===== src/hw/rtl/lwno_pkg.sv =====
`default_nettype none
// ----------------------------------------------------------------------------
// lwno_pkg
// Shared types and constants of the lidar window nearest-obstacle block.
// ----------------------------------------------------------------------------
package lwno_pkg;

	// field and register widths
	localparam int DEG_W      = 9;   // whole-degree values, signed
	localparam int ANGLE_W    = 19;  // beam angle in millidegrees, signed
	localparam int STEP_W     = 19;  // scan step, unsigned
	localparam int RANGE_W    = 17;  // floor and ceiling registers
	localparam int CFG_DATA_W = 20;  // widest register (scan start)
	localparam int CFG_IDX_W  = 3;

	// register indexes
	localparam logic [CFG_IDX_W-1:0] REG_WIN_START  = 3'd0;
	localparam logic [CFG_IDX_W-1:0] REG_WIN_END    = 3'd1;
	localparam logic [CFG_IDX_W-1:0] REG_SCAN_START = 3'd2;
	localparam logic [CFG_IDX_W-1:0] REG_SCAN_STEP  = 3'd3;
	localparam logic [CFG_IDX_W-1:0] REG_FLOOR      = 3'd4;
	localparam logic [CFG_IDX_W-1:0] REG_CEILING    = 3'd5;

	// register reset values
	localparam int WIN_START_RST  = -100;
	localparam int WIN_END_RST    = 80;
	localparam int SCAN_STEP_RST  = 1000;
	localparam int FLOOR_RST      = 120;
	localparam int CEILING_RST    = 131071;

	// angle arithmetic
	localparam int FULL_TURN_MDEG = 360000;
	localparam int HALF_TURN_MDEG = 180000;
	localparam int FULL_TURN_DEG  = 360;
	localparam int MDEG_PER_DEG   = 1000;
	localparam int HALF_DEG_MDEG  = 500;

	// divide by 1000 as multiply by 2^28/1000 rounded up, exact below 2^18
	localparam int RECIP_SHIFT    = 28;
	localparam int RECIP_1000     = 268436;
	localparam int RECIP_W        = 19;
	localparam int MAG_W          = 18;
	localparam int ROUND_W        = 8;

	// distance sanitizing
	localparam int                 BAD_READING_MM = 99900;
	localparam logic [RANGE_W-1:0] CEIL_NO_LIMIT  = '1;

	// per-beam evaluation results
	typedef struct packed {
		logic                      in_window;   // beam angle inside the window
		logic                      left_side;   // angle zero or above
		logic signed [DEG_W-1:0]   round_deg;   // angle rounded to whole degrees
		logic signed [ANGLE_W-1:0] next_angle;  // angle of the following beam
	} beam_eval_t;

endpackage

`default_nettype wire


===== src/hw/rtl/lidar_window_nearest_obstacle_core.sv =====
`default_nettype none
// ----------------------------------------------------------------------------
// lidar_window_nearest_obstacle_core
// Nearest obstacle and left/right clearance over an angular lidar window.
// ----------------------------------------------------------------------------
// One beam range is taken per clock cycle. A beam goes into an input register,
// is evaluated and folded into the scan accumulators in the next cycle, and
// the beam marked tlast loads the scan result into the output register, where
// it is offered until taken. Throughput is one beam per cycle, set by the
// single pass from the input register through the beam evaluator to the
// accumulators; the only stall is a last beam that finds the previous result
// still waiting in the output register. Writing the scan start register
// restarts the beam angle at the new start.
module lidar_window_nearest_obstacle_core #(
	parameter int DIST_BITS = 17,
	localparam int IN_TDATA_W  = ((DIST_BITS + 7) / 8) * 8,
	localparam int OUT_TDATA_W = ((lwno_pkg::DEG_W + 3 * DIST_BITS + 7) / 8) * 8
) (
	input  logic                               clk,
	input  logic                               arst_n,
	// beam requests
	input  logic                               s_tvalid,
	output logic                               s_tready,
	input  logic [IN_TDATA_W-1:0]              s_tdata,   // range_mm
	input  logic                               s_tuser,   // no_return
	input  logic                               s_tlast,   // last_beam
	// scan results
	output logic                               m_tvalid,
	input  logic                               m_tready,
	output logic [OUT_TDATA_W-1:0]             m_tdata,   // closest_angle_deg,
	                                                      // closest_distance_mm,
	                                                      // left_clearance_mm,
	                                                      // right_clearance_mm
	output logic                               m_tuser,   // window_valid
	// configuration
	input  logic                               cfg_we,
	input  logic [lwno_pkg::CFG_IDX_W-1:0]     cfg_index,
	input  logic [lwno_pkg::CFG_DATA_W-1:0]    cfg_data
);
	import lwno_pkg::*;

	localparam logic signed [20:0] TURN_CFG = 21'(FULL_TURN_MDEG);
	localparam logic signed [20:0] HALF_CFG = 21'(HALF_TURN_MDEG);

	// configuration registers
	logic [DEG_W-1:0]          win_start_q;
	logic [DEG_W-1:0]          win_end_q;
	logic signed [ANGLE_W-1:0] scan_start_q;
	logic [STEP_W-1:0]         scan_step_q;
	logic [RANGE_W-1:0]        floor_q;
	logic [RANGE_W-1:0]        ceiling_q;

	// input stage
	logic                      valid_s1;
	logic [DIST_BITS-1:0]      range_s1;
	logic                      no_ret_s1;
	logic                      last_s1;

	// scan accumulators
	logic signed [ANGLE_W-1:0] angle_q;
	logic                      any_hit_q;
	logic [DIST_BITS-1:0]      near_q;
	logic signed [DEG_W-1:0]   near_deg_q;
	logic [DIST_BITS-1:0]      left_q;
	logic [DIST_BITS-1:0]      right_q;

	// output register
	logic                      out_valid_q;
	logic                      res_hit_q;
	logic signed [DEG_W-1:0]   res_deg_q;
	logic [DIST_BITS-1:0]      res_near_q;
	logic [DIST_BITS-1:0]      res_left_q;
	logic [DIST_BITS-1:0]      res_right_q;

	beam_eval_t                ev;
	logic [DIST_BITS-1:0]      dist_mm;
	logic                      s_accept;
	logic                      advance;
	logic                      hit_new;
	logic [DIST_BITS-1:0]      left_new;
	logic [DIST_BITS-1:0]      right_new;
	logic [DIST_BITS-1:0]      near_new;
	logic signed [DEG_W-1:0]   near_deg_new;
	logic signed [20:0]        start_raw;
	logic signed [20:0]        start_norm;

	// handshake
	assign advance  = valid_s1 && (!last_s1 || !out_valid_q || m_tready);
	assign s_tready = !valid_s1 || advance;
	assign s_accept = s_tvalid && s_tready;

	// per-beam evaluation
	lwno_beam_eval #(
		.DIST_BITS(DIST_BITS)
	) u_eval (
		.angle         (angle_q),
		.scan_step     (scan_step_q),
		.win_start     (win_start_q),
		.win_end       (win_end_q),
		.range_floor   (floor_q),
		.range_ceiling (ceiling_q),
		.range_mm      (range_s1),
		.no_return     (no_ret_s1),
		.ev            (ev),
		.dist_mm       (dist_mm)
	);

	// accumulator update for the beam in the input stage
	always_comb begin
		hit_new      = any_hit_q || ev.in_window;
		left_new     = left_q;
		right_new    = right_q;
		near_new     = near_q;
		near_deg_new = near_deg_q;
		if (ev.in_window) begin
			if (ev.left_side && (dist_mm > left_q)) begin
				left_new = dist_mm;
			end
			if (!ev.left_side && (dist_mm > right_q)) begin
				right_new = dist_mm;
			end
			if (dist_mm < near_q) begin
				near_new     = dist_mm;
				near_deg_new = ev.round_deg;
			end
		end
	end

	// scan start wrapped to [-180000,180000)
	always_comb begin
		start_raw = $signed({cfg_data[CFG_DATA_W-1], cfg_data});
		if (start_raw >= HALF_CFG) begin
			start_norm = start_raw - TURN_CFG;
		end else if (start_raw < -HALF_CFG) begin
			start_norm = start_raw + TURN_CFG;
		end else begin
			start_norm = start_raw;
		end
	end

	// configuration writes
	always_ff @(posedge clk or negedge arst_n) begin
		if (!arst_n) begin
			win_start_q  <= DEG_W'(WIN_START_RST);
			win_end_q    <= DEG_W'(WIN_END_RST);
			scan_start_q <= '0;
			scan_step_q  <= STEP_W'(SCAN_STEP_RST);
			floor_q      <= RANGE_W'(FLOOR_RST);
			ceiling_q    <= RANGE_W'(CEILING_RST);
		end else if (cfg_we) begin
			case (cfg_index)
				REG_WIN_START:  win_start_q  <= cfg_data[DEG_W-1:0];
				REG_WIN_END:    win_end_q    <= cfg_data[DEG_W-1:0];
				REG_SCAN_START: scan_start_q <= start_norm[ANGLE_W-1:0];
				REG_SCAN_STEP:  scan_step_q  <= cfg_data[STEP_W-1:0];
				REG_FLOOR:      floor_q      <= cfg_data[RANGE_W-1:0];
				REG_CEILING:    ceiling_q    <= cfg_data[RANGE_W-1:0];
				default: begin
				end
			endcase
		end
	end

	// input stage valid
	always_ff @(posedge clk or negedge arst_n) begin
		if (!arst_n) begin
			valid_s1 <= 1'b0;
		end else if (s_accept) begin
			valid_s1 <= 1'b1;
		end else if (advance) begin
			valid_s1 <= 1'b0;
		end
	end

	// input stage payload
	always_ff @(posedge clk) begin
		if (s_accept) begin
			range_s1  <= s_tdata[DIST_BITS-1:0];
			no_ret_s1 <= s_tuser;
			last_s1   <= s_tlast;
		end
	end

	// scan accumulators, cleared after the last beam
	always_ff @(posedge clk or negedge arst_n) begin
		if (!arst_n) begin
			angle_q    <= '0;
			any_hit_q  <= 1'b0;
			near_q     <= '1;
			near_deg_q <= '0;
			left_q     <= '0;
			right_q    <= '0;
		end else if (cfg_we && (cfg_index == REG_SCAN_START)) begin
			angle_q <= start_norm[ANGLE_W-1:0];
		end else if (advance) begin
			if (last_s1) begin
				angle_q    <= scan_start_q;
				any_hit_q  <= 1'b0;
				near_q     <= '1;
				near_deg_q <= '0;
				left_q     <= '0;
				right_q    <= '0;
			end else begin
				angle_q    <= ev.next_angle;
				any_hit_q  <= hit_new;
				near_q     <= near_new;
				near_deg_q <= near_deg_new;
				left_q     <= left_new;
				right_q    <= right_new;
			end
		end
	end

	// output register valid
	always_ff @(posedge clk or negedge arst_n) begin
		if (!arst_n) begin
			out_valid_q <= 1'b0;
		end else if (advance && last_s1) begin
			out_valid_q <= 1'b1;
		end else if (m_tready) begin
			out_valid_q <= 1'b0;
		end
	end

	// output register payload
	always_ff @(posedge clk) begin
		if (advance && last_s1) begin
			res_hit_q   <= hit_new;
			res_deg_q   <= near_deg_new;
			res_near_q  <= near_new;
			res_left_q  <= left_new;
			res_right_q <= right_new;
		end
	end

	assign m_tvalid = out_valid_q;
	assign m_tuser  = res_hit_q;
	assign m_tdata  = OUT_TDATA_W'({res_right_q, res_left_q, res_near_q, res_deg_q});

endmodule

`default_nettype wire


===== src/hw/rtl/lwno_beam_eval.sv =====
`default_nettype none
// ----------------------------------------------------------------------------
// lwno_beam_eval
// Combinational per-beam evaluation: window test, distance sanitizing,
// rounded angle and next beam angle.
// ----------------------------------------------------------------------------
module lwno_beam_eval #(
	parameter int DIST_BITS = 17
) (
	input  logic signed [lwno_pkg::ANGLE_W-1:0] angle,
	input  logic [lwno_pkg::STEP_W-1:0]         scan_step,
	input  logic [lwno_pkg::DEG_W-1:0]          win_start,
	input  logic [lwno_pkg::DEG_W-1:0]          win_end,
	input  logic [lwno_pkg::RANGE_W-1:0]        range_floor,
	input  logic [lwno_pkg::RANGE_W-1:0]        range_ceiling,
	input  logic [DIST_BITS-1:0]                range_mm,
	input  logic                                no_return,
	output lwno_pkg::beam_eval_t                ev,
	output logic [DIST_BITS-1:0]                dist_mm
);
	import lwno_pkg::*;

	localparam int CW = (DIST_BITS > RANGE_W) ? DIST_BITS : RANGE_W;
	localparam logic [DIST_BITS-1:0] BAD_DIST =
		(DIST_BITS >= RANGE_W) ? DIST_BITS'(BAD_READING_MM) : '1;

	localparam logic signed [10:0] TURN_DEG   = 11'(FULL_TURN_DEG);
	localparam logic signed [21:0] TURN_REL   = 22'(FULL_TURN_MDEG);
	localparam logic signed [20:0] TURN_NXT   = 21'(FULL_TURN_MDEG);
	localparam logic signed [20:0] HALF_NXT   = 21'(HALF_TURN_MDEG);

	logic signed [10:0]           diff_deg;
	logic [DEG_W-1:0]             span_deg;
	logic [ANGLE_W-1:0]           span_end;
	logic signed [19:0]           start_mdeg;
	logic signed [21:0]           rel;
	logic signed [21:0]           rel_wrap;
	logic [CW-1:0]                range_w;
	logic                         bad;
	logic [MAG_W-1:0]             mag;
	logic [MAG_W-1:0]             mag_half;
	logic [MAG_W+RECIP_W-1:0]     prod;
	logic [ROUND_W-1:0]           quot;
	logic signed [20:0]           nxt;
	logic signed [20:0]           nxt_wrap;
	logic                         in_window;
	logic                         left_side;
	logic signed [DEG_W-1:0]      round_deg;
	logic signed [ANGLE_W-1:0]    next_angle;

	// window span in degrees, wrapped to [0,360)
	always_comb begin
		diff_deg = $signed({{2{win_end[DEG_W-1]}}, win_end})
			- $signed({{2{win_start[DEG_W-1]}}, win_start});
		if (diff_deg < -TURN_DEG) begin
			diff_deg = diff_deg + TURN_DEG + TURN_DEG;
		end else if (diff_deg < 0) begin
			diff_deg = diff_deg + TURN_DEG;
		end else if (diff_deg >= TURN_DEG) begin
			diff_deg = diff_deg - TURN_DEG;
		end
		span_deg = diff_deg[DEG_W-1:0];
		span_end = ANGLE_W'(span_deg) * ANGLE_W'(MDEG_PER_DEG);
	end

	// beam offset from the window start, wrapped to [0,360000)
	always_comb begin
		start_mdeg = $signed({{11{win_start[DEG_W-1]}}, win_start})
			* $signed(20'(MDEG_PER_DEG));
		rel = $signed({{3{angle[ANGLE_W-1]}}, angle})
			- $signed({{2{start_mdeg[19]}}, start_mdeg});
		if (rel < -TURN_REL) begin
			rel_wrap = rel + TURN_REL + TURN_REL;
		end else if (rel < 0) begin
			rel_wrap = rel + TURN_REL;
		end else if (rel >= TURN_REL) begin
			rel_wrap = rel - TURN_REL;
		end else begin
			rel_wrap = rel;
		end
		in_window = rel_wrap[ANGLE_W-1:0] <= span_end;
		left_side = !angle[ANGLE_W-1];
	end

	// distance sanitizing
	always_comb begin
		range_w = CW'(range_mm);
		bad = no_return || (range_mm == '0) || (range_w < CW'(range_floor))
			|| ((range_ceiling != CEIL_NO_LIMIT) && (range_w > CW'(range_ceiling)));
		dist_mm = bad ? BAD_DIST : range_mm;
	end

	// angle rounded half away from zero
	always_comb begin
		mag      = angle[ANGLE_W-1] ? MAG_W'(-angle) : MAG_W'(angle);
		mag_half = mag + MAG_W'(HALF_DEG_MDEG);
		prod     = (MAG_W+RECIP_W)'(mag_half) * (MAG_W+RECIP_W)'(RECIP_1000);
		quot     = prod[RECIP_SHIFT +: ROUND_W];
		round_deg = angle[ANGLE_W-1] ? -$signed({1'b0, quot}) : $signed({1'b0, quot});
	end

	// next beam angle, wrapped to [-180000,180000)
	always_comb begin
		nxt = $signed({{2{angle[ANGLE_W-1]}}, angle}) + $signed({2'b00, scan_step});
		if (nxt >= HALF_NXT + TURN_NXT) begin
			nxt_wrap = nxt - TURN_NXT - TURN_NXT;
		end else if (nxt >= HALF_NXT) begin
			nxt_wrap = nxt - TURN_NXT;
		end else begin
			nxt_wrap = nxt;
		end
		next_angle = nxt_wrap[ANGLE_W-1:0];
	end

	// per-beam results
	assign ev = {in_window, left_side, round_deg, next_angle};

endmodule

`default_nettype wire

===== config.mk =====
export PLATFORM = sky130hd
export DESIGN_NAME = lidar_window_nearest_obstacle_core
export DESIGN_NICKNAME = d
export VERILOG_FILES = /design/src/hw/rtl/lwno_pkg.sv /design/src/hw/rtl/lidar_window_nearest_obstacle_core.sv /design/src/hw/rtl/lwno_beam_eval.sv
export SDC_FILE = /design/constraint.sdc
export NUM_CORES = 1
export LEC_CHECK = 0
export BUFFER_PORTS_ARGS = -buffer_cell sky130_fd_sc_hd__buf_2
export CAP_MARGIN = 0
export CORE_MARGIN = 2
export CORE_UTILIZATION = 50
export DETAILED_ROUTE_END_ITERATION = 10
export PLACE_DENSITY = 0.75
export SYNTH_ARGS = -nofsm -noshare
export SYNTH_HDL_FRONTEND = slang
export SYNTH_SLANG_ARGS = --single-unit

===== constraint.sdc =====
create_clock -name clk -period 13.4 [get_ports clk]
set_input_delay 2.68 -clock clk [delete_from_list [all_inputs] [get_ports clk]]
set_output_delay 2.68 -clock clk [all_outputs]
set_load 0.02 [all_outputs]

==> impl_metrics.ini, run 1 <==
[grt]
globalRoute.totalOverflow = 0
grt_util_all_layers_pct = 23.8
grt_pass1_wl_mm = 105
antenna_violations_before_repair = 1
grt_pass1_vias = 20400
grt_start_max_net_pins = 78

[timing]
maxSlewHeadroom_pct = 20.9
hold_violations = 0
setup_repair_after_global_routing_missed_its_margin = false
slew_viol_final = 0
worst_pin_slew_ns = 1.17
finish_stage_setup_viols = 0
min_period_ns = 11.42
timing.fmax_mhz = 87.6
finalSetupTns_ns = 0
final.setup_skew_ns = 0.0341
portion_of_the_clock_cycle_consumed_by_the_worst_path_in_the_final_layout_pct = 85.2

[die]
core_area_um2 = 52300
io_pins = 121
initial_utilization_pct = 50.3
fp.dieW_um = 233
die_area_um2 = 54500
fp.dieH_um = 233
placement_rows = 84

[synth]
synthAdderAreaFrac_pct = 26.4
synth_simple_gate_area_share_pct = 14.1
xor_xnor_portion_of_the_synthesized_cell_area_pct = 4.86
fraction_of_synthesis_flops_using_an_asynchronous_set_or_reset_pin_pct = 68.3
dominant_register_cell_in_the_synthesized_netlist = sky130_fd_sc_hd__dfrtp_1
synth-compound-area-share_pct = 18.1
yosys_warnings = 0
netlist_instances = 2952
muxShareOfSynthArea_pct = 2.89
register_bit_total_from_synthesis = 252
synth_edf_count = 80
dominant_combinational_cell_family_by_area_after_synthesis = adder cells
avg_synthesized_cell_area_um2 = 8.91
netlist-cell-type-count = 107
synth-seq-area-share_pct = 25.7
post_synth_instance_area_um2 = 26300

[detailed_routing]
detail_route.wirelength_mm = 64.9
vias = 21300
via_per_inst = 5.75
post_route_drc_violation_count = 0
initialDrtViolationCount = 1925
drt_pre_antenna_iters = 6
detail-route-antenna-nets = 0
wl_per_cell_um = 17.5

[setup_path]
timing.critical_path.required_ns = 13.90
worst-path-max-fanout = 17
max_stage_delay_ns = 0.92
crit_arrival_ns = 11.92
crit_path_start_kind = register
end_kind = register
crit_slowest_cell = sky130_fd_sc_hd__o21ai_0
crit_path_frequent_cell = sky130_fd_sc_hd__o21ai_0
criticalPathCategory = register to register

[clocking]
postCtsSetupBuffers = 0
clkSlewWorstSetupHoldPaths_ns = 0.06
number_of_resized_instances_in_the_post_cts_repair_step = 0
cts_sinks = 252
htree_num_levels = 1
tritoncts.num_buffers = 29
tritoncts = built
ctsHoldBuffers = 0
clk_latency_ns = 0.59
clock-root-buffer = sky130_fd_sc_hd__clkbuf_16
clock_path_buffers = 3

[layout]
layout.cells.most_common_list = sky130_fd_sc_hd__inv_1, sky130_fd_sc_hd__ha_1, sky130_fd_sc_hd__nand2_1, sky130_fd_sc_hd__o21ai_0, sky130_fd_sc_hd__a21oi_1
final_common_cell = sky130_fd_sc_hd__inv_1
syn2layout_area_growth_pct = 8.52
layout-drive-gt1-share_pct = 11.4
register_area_um2 = 6770
area_occupied_by_multi_input_gates_um2 = 17500
fillers = 4709
nNetsFinal = 3546

[placed_design]
port_buffers = 109
globalplace.congestion = 0.914
dp_hpwl_mm = 50.6

[worst_hold_path]
hold_path.class = register to register

[status]
outcome = finished clean

[job]
drv.max_cap_violation_count = 0
## flip-flops by register name (all words and copies together), names as in the netlist, 17 cells and up
register and flops:
res_near_q 17, scan_step_q 19, range_s1 17, near_q 17, res_left_q 17, ceiling_q 17
floor_q 17, angle_q 19, left_q 17, right_q 17, scan_start_q 19, res_right_q 17
## through the flow
step           area, um2  hold slack [ns]  util (%)  std cells  setup slack (ns)
6_report           28600            0.474      54.6       3713              1.98
3_3_place_gp       27400            0.454      52.4       3658              2.26
2_1_floorplan      26300            0.439         -       2955              4.11
4_1_cts            28600            0.474      54.6       3712              1.93
5_1_grt            28600            0.493      54.6       3712             0.901
3_5_place_dp       27400            0.458      52.4       3658              1.96
## path summary, 6_finish.rpt
check	to	startpoint	depth (start not counted)	slack (ns)
worst max-delay path	near_deg_q[0]	win_start_q[0]	41	1.98
worst min-delay path	scan_start_q[6]	scan_start_q[6]	2	0.47
worst max register to register	near_deg_q[0]	win_start_q[0]	41	1.98
worst min register to register	scan_start_q[6]	scan_start_q[6]	2	0.47
max in group asynchronous	scan_step_q[4]	arst_n	2	10.13
min in group asynchronous	right_q[8]	arst_n	1	1.98
## kinds of logic (layout without fill, tap and decap cells)
kind of cell | after synthesis | after routing
flip-flops | 252 | 252
AND/OR/NAND/NOR | 752 | 752
multiplexers | 70 | 70
buffers and inverters | 533 | 602
XOR/XNOR | 141 | 141
AO/OA/AOI/OAI | 712 | 712
adder cells (fa/ha/maj) | 491 | 491
other | 1 | 5
## worst max-delay path, delay by kind of cell (launching register included)
kind	cells	cell delay, ns
adders and majority gates	8	3.17
xor gates and xnor gates	1	0.15
muxes	1	0.12
DFF	1	0.47
buffers and inverters	3	0.31
and+or+nand+nor	7	1.87
AOI/OAI and AO/OA	21	5.26
## final cells by class
class / instances / share of cell area, %
repair buffers: 132 / 2.54
flip-flops and latches: 252 / 23.7
diodes: 1 / 0.00876
clock buffers: 32 / 2.65
clock inverters: 22 / 1.23
inverters: 416 / 5.47
multi-input cells: 2170 / 61.4
well taps: 688 / 3.01
## metal layers
metal / GRT usage [%] / part of all wire (%) / wire length, um / vias to the layer above
met5: 0 / 0 / 0 / -
met4: 8.90 / 4.0 / 2570 / 0
met3: 2.08 / 5.0 / 3280 / 127
met2: 40.7 / 48 / 31000 / 589
met1: 31.2 / 43 / 28100 / 10100
li1: - / - / - / 10500
## cell usage after synthesis, drive strengths merged, types with 14 or more instances
library cell,instances,area share [%]
edfxtp,80,9.1
fa,106,8.1
or3,20,0.49
xnor2,85,2.9
nand2b,32,0.76
nor4,26,0.69
o31ai,25,0.73
a31oi,25,0.70
nor2b,33,0.78
a21oi,140,2.7
buf,27,0.63
nor2,133,1.9
o211ai,14,0.40
dfrtp,121,12
nor3,48,0.95
o22ai,19,0.45
o21ai,200,3.9
mux2,48,2.1
mux2i,22,0.84
a211oi,26,0.82
nand4,43,1.0
inv,416,5.9
a21o,63,1.8
o21a,26,0.74
nand2,268,3.8
o311ai,23,0.77
dfstp,51,5.1
nand3,61,1.2
xor2,55,1.9
and3,20,0.48
ha,385,18
clkbuf,90,1.3
a22oi,24,0.68
Power of run 1 is left out: the tool's default activity adds up to more than one toggle a clock period on the data nets, which glitch-free logic cannot reach.
==> run 2, diff against run 1 <==
--- a/config.mk
+++ b/config.mk
@@ -7,7 +7,7 @@
 export LEC_CHECK = 0
 export BUFFER_PORTS_ARGS = -buffer_cell sky130_fd_sc_hd__buf_2
 export CAP_MARGIN = 0
-export CORE_MARGIN = 2
+export CORE_MARGIN = 1.5
 export CORE_UTILIZATION = 50
 export DETAILED_ROUTE_END_ITERATION = 10
 export PLACE_DENSITY = 0.75
==> impl_metrics.ini, run 2 (synthesis results as in run 1) <==
[status]
outcome = finished clean

[die]
fp.dieH_um = 232
die_area_um2 = 54000
fp.dieW_um = 232
placement_rows = 83
core_area_um2 = 51700
io_pins = 121
initial_utilization_pct = 50.9

[detailed_routing]
post_route_drc_violation_count = 0
initialDrtViolationCount = 1758
via_per_inst = 5.93
detail_route.wirelength_mm = 69.0
drt_pre_antenna_iters = 6
vias = 21900
wl_per_cell_um = 18.7
detail-route-antenna-nets = 0

[setup_path]
max_stage_delay_ns = 0.82
crit_path_frequent_cell = sky130_fd_sc_hd__o21ai_0
criticalPathCategory = register to register
crit_path_start_kind = register
crit_arrival_ns = 12.14
end_kind = register
timing.critical_path.required_ns = 13.89
crit_slowest_cell = sky130_fd_sc_hd__o21ai_0
worst-path-max-fanout = 17

[clocking]
number_of_resized_instances_in_the_post_cts_repair_step = 0
clkSlewWorstSetupHoldPaths_ns = 0.06
ctsHoldBuffers = 0
cts_sinks = 252
htree_num_levels = 1
tritoncts.num_buffers = 26
clk_latency_ns = 0.55
clock_path_buffers = 3
postCtsSetupBuffers = 0
clock-root-buffer = sky130_fd_sc_hd__clkbuf_16
tritoncts = built

[grt]
globalRoute.totalOverflow = 0
grt_pass1_vias = 21600
grt_pass1_wl_mm = 110
grt_start_max_net_pins = 73
grt_util_all_layers_pct = 25.2
antenna_violations_before_repair = 2

[placed_design]
port_buffers = 109
globalplace.congestion = 0.924
dp_hpwl_mm = 53.4
placed_cells_incl_taps = 3651

[timing]
hold_violations = 0
final.setup_skew_ns = 0.0172
finish_stage_setup_viols = 0
setup_repair_after_global_routing_missed_its_margin = false
worst_pin_slew_ns = 1.18
finalSetupTns_ns = 0
min_period_ns = 11.65
timing.fmax_mhz = 85.8
final.hold.worst_slack_ns = 0.474
slew_viol_final = 0
maxSlewHeadroom_pct = 21.0
portion_of_the_clock_cycle_consumed_by_the_worst_path_in_the_final_layout_pct = 86.9

[job]
drv.max_cap_violation_count = 0

[layout]
antenna-diode-count = 0
syn2layout_area_growth_pct = 7.56
final_common_cell = sky130_fd_sc_hd__inv_1
layout.cells.most_common_list = sky130_fd_sc_hd__inv_1, sky130_fd_sc_hd__ha_1, sky130_fd_sc_hd__nand2_1, sky130_fd_sc_hd__o21ai_0, sky130_fd_sc_hd__a21oi_1
fillers = 4643
layout-drive-gt1-share_pct = 11.2
layoutNonFillerInstCount = 3699
nNetsFinal = 3544
reg_top3 = angle_q x19, scan_start_q x19, scan_step_q x19
post_layout_util_pct = 54.7

[worst_hold_path]
hold_path.class = register to register
[run 2: final timing paths]
check | start | end | slack [ns] | depth (start not counted)
worst max-delay path | win_start_q[2] | near_deg_q[0] | 1.75 | 41
min in group asynchronous | arst_n | near_deg_q[8] | 2.09 | 1
worst max register to register | win_start_q[2] | near_deg_q[0] | 1.75 | 41
worst min-delay path | scan_start_q[7] | scan_start_q[7] | 0.47 | 1
worst min register to register | scan_start_q[7] | scan_start_q[7] | 0.47 | 1
max in group asynchronous | arst_n | scan_step_q[10] | 9.32 | 3
[run 2: layer usage]
layer / wire, um / GRT usage, %
met5: 13 / 0
met1: 28900 / 31.9
met2: 33500 / 44.0
met4: 2850 / 10.3
met3: 3750 / 2.13
[run 2: layout make-up]
type	count	area, um2	share of cell area [%]
Clock buffer	30	697	2.46
Multi-Input combinational cell	2170	17500	61.9
Tap cell	680	851	3.01
Inverter	416	1560	5.52
Clock inverter	18	163	0.575
Sequential cell	252	6770	23.9
Timing Repair Buffer	133	732	2.59
[run 2: critical path: cells and delay by family (launching register included)]
family | cells | cell delay, ns
buffers and inverters | 4 | 0.43
adder cells (fa/ha/maj) | 7 | 2.82
XOR/XNOR | 1 | 0.16
flip-flops | 1 | 0.63
multiplexers | 1 | 0.12
AND/OR/NAND/NOR | 8 | 2.14
AO/OA/AOI/OAI | 20 | 5.27
[run 2: per-stage QoR]
step	worst slack [ns]	cell area [um2]
after CTS	1.80	28300
final	1.75	28300
after floorplan	4.11	26300
after global routing	0.610	28300
after global placement	2.13	27400
after detailed placement	1.80	27400
Power of run 2 is left out for the same reason.
==> run 3, diff against run 2 <==
==> constraint.sdc (replaced) <==
create_clock -name clk -period 14.47 [get_ports clk]
set_input_delay 2.894 -clock clk [delete_from_list [all_inputs] [get_ports clk]]
set_output_delay 2.894 -clock clk [all_outputs]
set_load 0.02 [all_outputs]
==> impl_metrics.ini, run 3 (synthesis results as in run 1) <==
[status]
outcome = finished clean

[grt]
grt_start_max_net_pins = 103
globalRoute.totalOverflow = 0
grt_util_all_layers_pct = 25.0
grt_pass1_vias = 21400
grt_pass1_wl_mm = 109
antenna_violations_before_repair = 0

[detailed_routing]
via_per_inst = 5.93
post_route_drc_violation_count = 0
routedLengthMet1_mm = 28.6
met2WireLength_mm = 33.5
detailroute.wirelength.met3_mm = 3.77
initialDrtViolationCount = 1630
detail-route-antenna-nets = 0
detail_route.wirelength_mm = 68.4
drt_pre_antenna_iters = 5
routed.top_layer = met4
vias = 21900
wl_per_cell_um = 18.5

[setup_path]
worst_setup_path_endpoint = near_deg_q[0]
regToRegStartpoint = win_start_q[1]
crit_path_start_kind = register
worst-path-max-fanout = 17
reg2reg_depth = 43
max_stage_delay_ns = 0.86
crit_path_leading_delay_family = compound AO/OA/AOI/OAI gates
crit_arrival_ns = 12.31
criticalPathCategory = register to register
crit_path_frequent_cell = sky130_fd_sc_hd__o21ai_0
crit_slowest_cell = sky130_fd_sc_hd__a2bb2oi_1
rrSetupSlack_ns = 2.64
cp.buffers_inverters = 4
end_kind = register
reg2reg_to = near_deg_q[0]
startpoint = win_start_q[1]
timing.critical_path.required_ns = 14.95
worstSetupPathDepth = 43

[clocking]
clk_latency_ns = 0.56
clock-root-buffer = sky130_fd_sc_hd__clkbuf_16
clkSlewWorstSetupHoldPaths_ns = 0.06
clock_path_buffers = 3
htree_num_levels = 1
number_of_resized_instances_in_the_post_cts_repair_step = 0
ctsHoldBuffers = 0
cts_sinks = 252
postCtsSetupBuffers = 0
tritoncts.num_buffers = 27
tritoncts = built

[timing]
finish_stage_setup_viols = 0
portion_of_the_clock_cycle_consumed_by_the_worst_path_in_the_final_layout_pct = 81.8
slew_viol_final = 0
maxSlewHeadroom_pct = 16.3
timing.fmax_mhz = 84.5
final.hold.worst_slack_ns = 0.476
min_period_ns = 11.83
worst_pin_slew_ns = 1.25
final.setup_skew_ns = 0.0305
finalSetupTns_ns = 0
setup_repair_after_global_routing_missed_its_margin = false
hold_violations = 0

[layout]
area_occupied_by_multi_input_gates_um2 = 17500
layout.cells.most_common_list = sky130_fd_sc_hd__inv_1, sky130_fd_sc_hd__ha_1, sky130_fd_sc_hd__nand2_1, sky130_fd_sc_hd__o21ai_0, sky130_fd_sc_hd__a21oi_1
final_common_cell = sky130_fd_sc_hd__inv_1
reg_top3 = angle_q x19, scan_start_q x19, scan_step_q x19
nNetsFinal = 3541
syn2layout_area_growth_pct = 7.56
fillers = 4565
layoutNonFillerInstCount = 3698
register_area_um2 = 6770
layout-drive-gt1-share_pct = 11.0

[die]
core_area_um2 = 51700
initial_utilization_pct = 50.9
fp.dieW_um = 232
die_area_um2 = 54000
io_pins = 121
placement_rows = 83
fp.dieH_um = 232

[worst_hold_path]
hold_path.class = register to register

[placed_design]
port_buffers = 109
placed_cells_incl_taps = 3647
dp_hpwl_mm = 53.2
globalplace.congestion = 0.931

[job]
drv.max_cap_violation_count = 0
==> run 3: through the flow <==
step           worst slack [ns]  instance area (um2)  utilization (%)
6_report                   2.64                28300             54.7
5_1_grt                    1.48                28300             54.7
4_1_cts                    2.62                28300             54.7
3_5_place_dp               2.72                27400             53.0
3_3_place_gp               3.06                27400             53.0
2_1_floorplan              5.18                26300                -
==> run 3: layer usage <==
metal / GRT usage (%) / vias to the layer above
li1: - / 10500
met1: 31.5 / 10700
met4: 10.4 / 0
met2: 43.6 / 684
met3: 2.72 / 139
met5: 0 / -
==> run 3: worst min path at each step <==
| stage | startpoint | endpoint | depth (start not counted) |
|---|---|---|---|
| after global routing | scan_start_q[9] | scan_start_q[9] | 1 |
| after detailed placement | scan_start_q[17] | scan_start_q[17] | 2 |
| after global placement | scan_start_q[17] | scan_start_q[17] | 2 |
| after CTS | scan_start_q[17] | scan_start_q[17] | 2 |
| after floorplan | scan_start_q[6] | scan_start_q[6] | 2 |
| final | scan_start_q[6] | scan_start_q[6] | 2 |
==> run 3: layout make-up <==
type | instances | area share (%)
antenna | 1 | 0.00884
clock buffer | 39 | 2.65
clock inverter | 11 | 0.486
inverter | 416 | 5.52
multi-input combinational | 2170 | 61.9
sequential | 252 | 23.9
tap | 680 | 3.01
timing repair buffer | 129 | 2.48
==> run 3: tightest hold or removal path, delay by kind of cell, from the launching register on <==
family        cells  cell delay, ns
flops             1            0.34
simple gates      2            0.11
Power of run 3 is left out for the same reason.
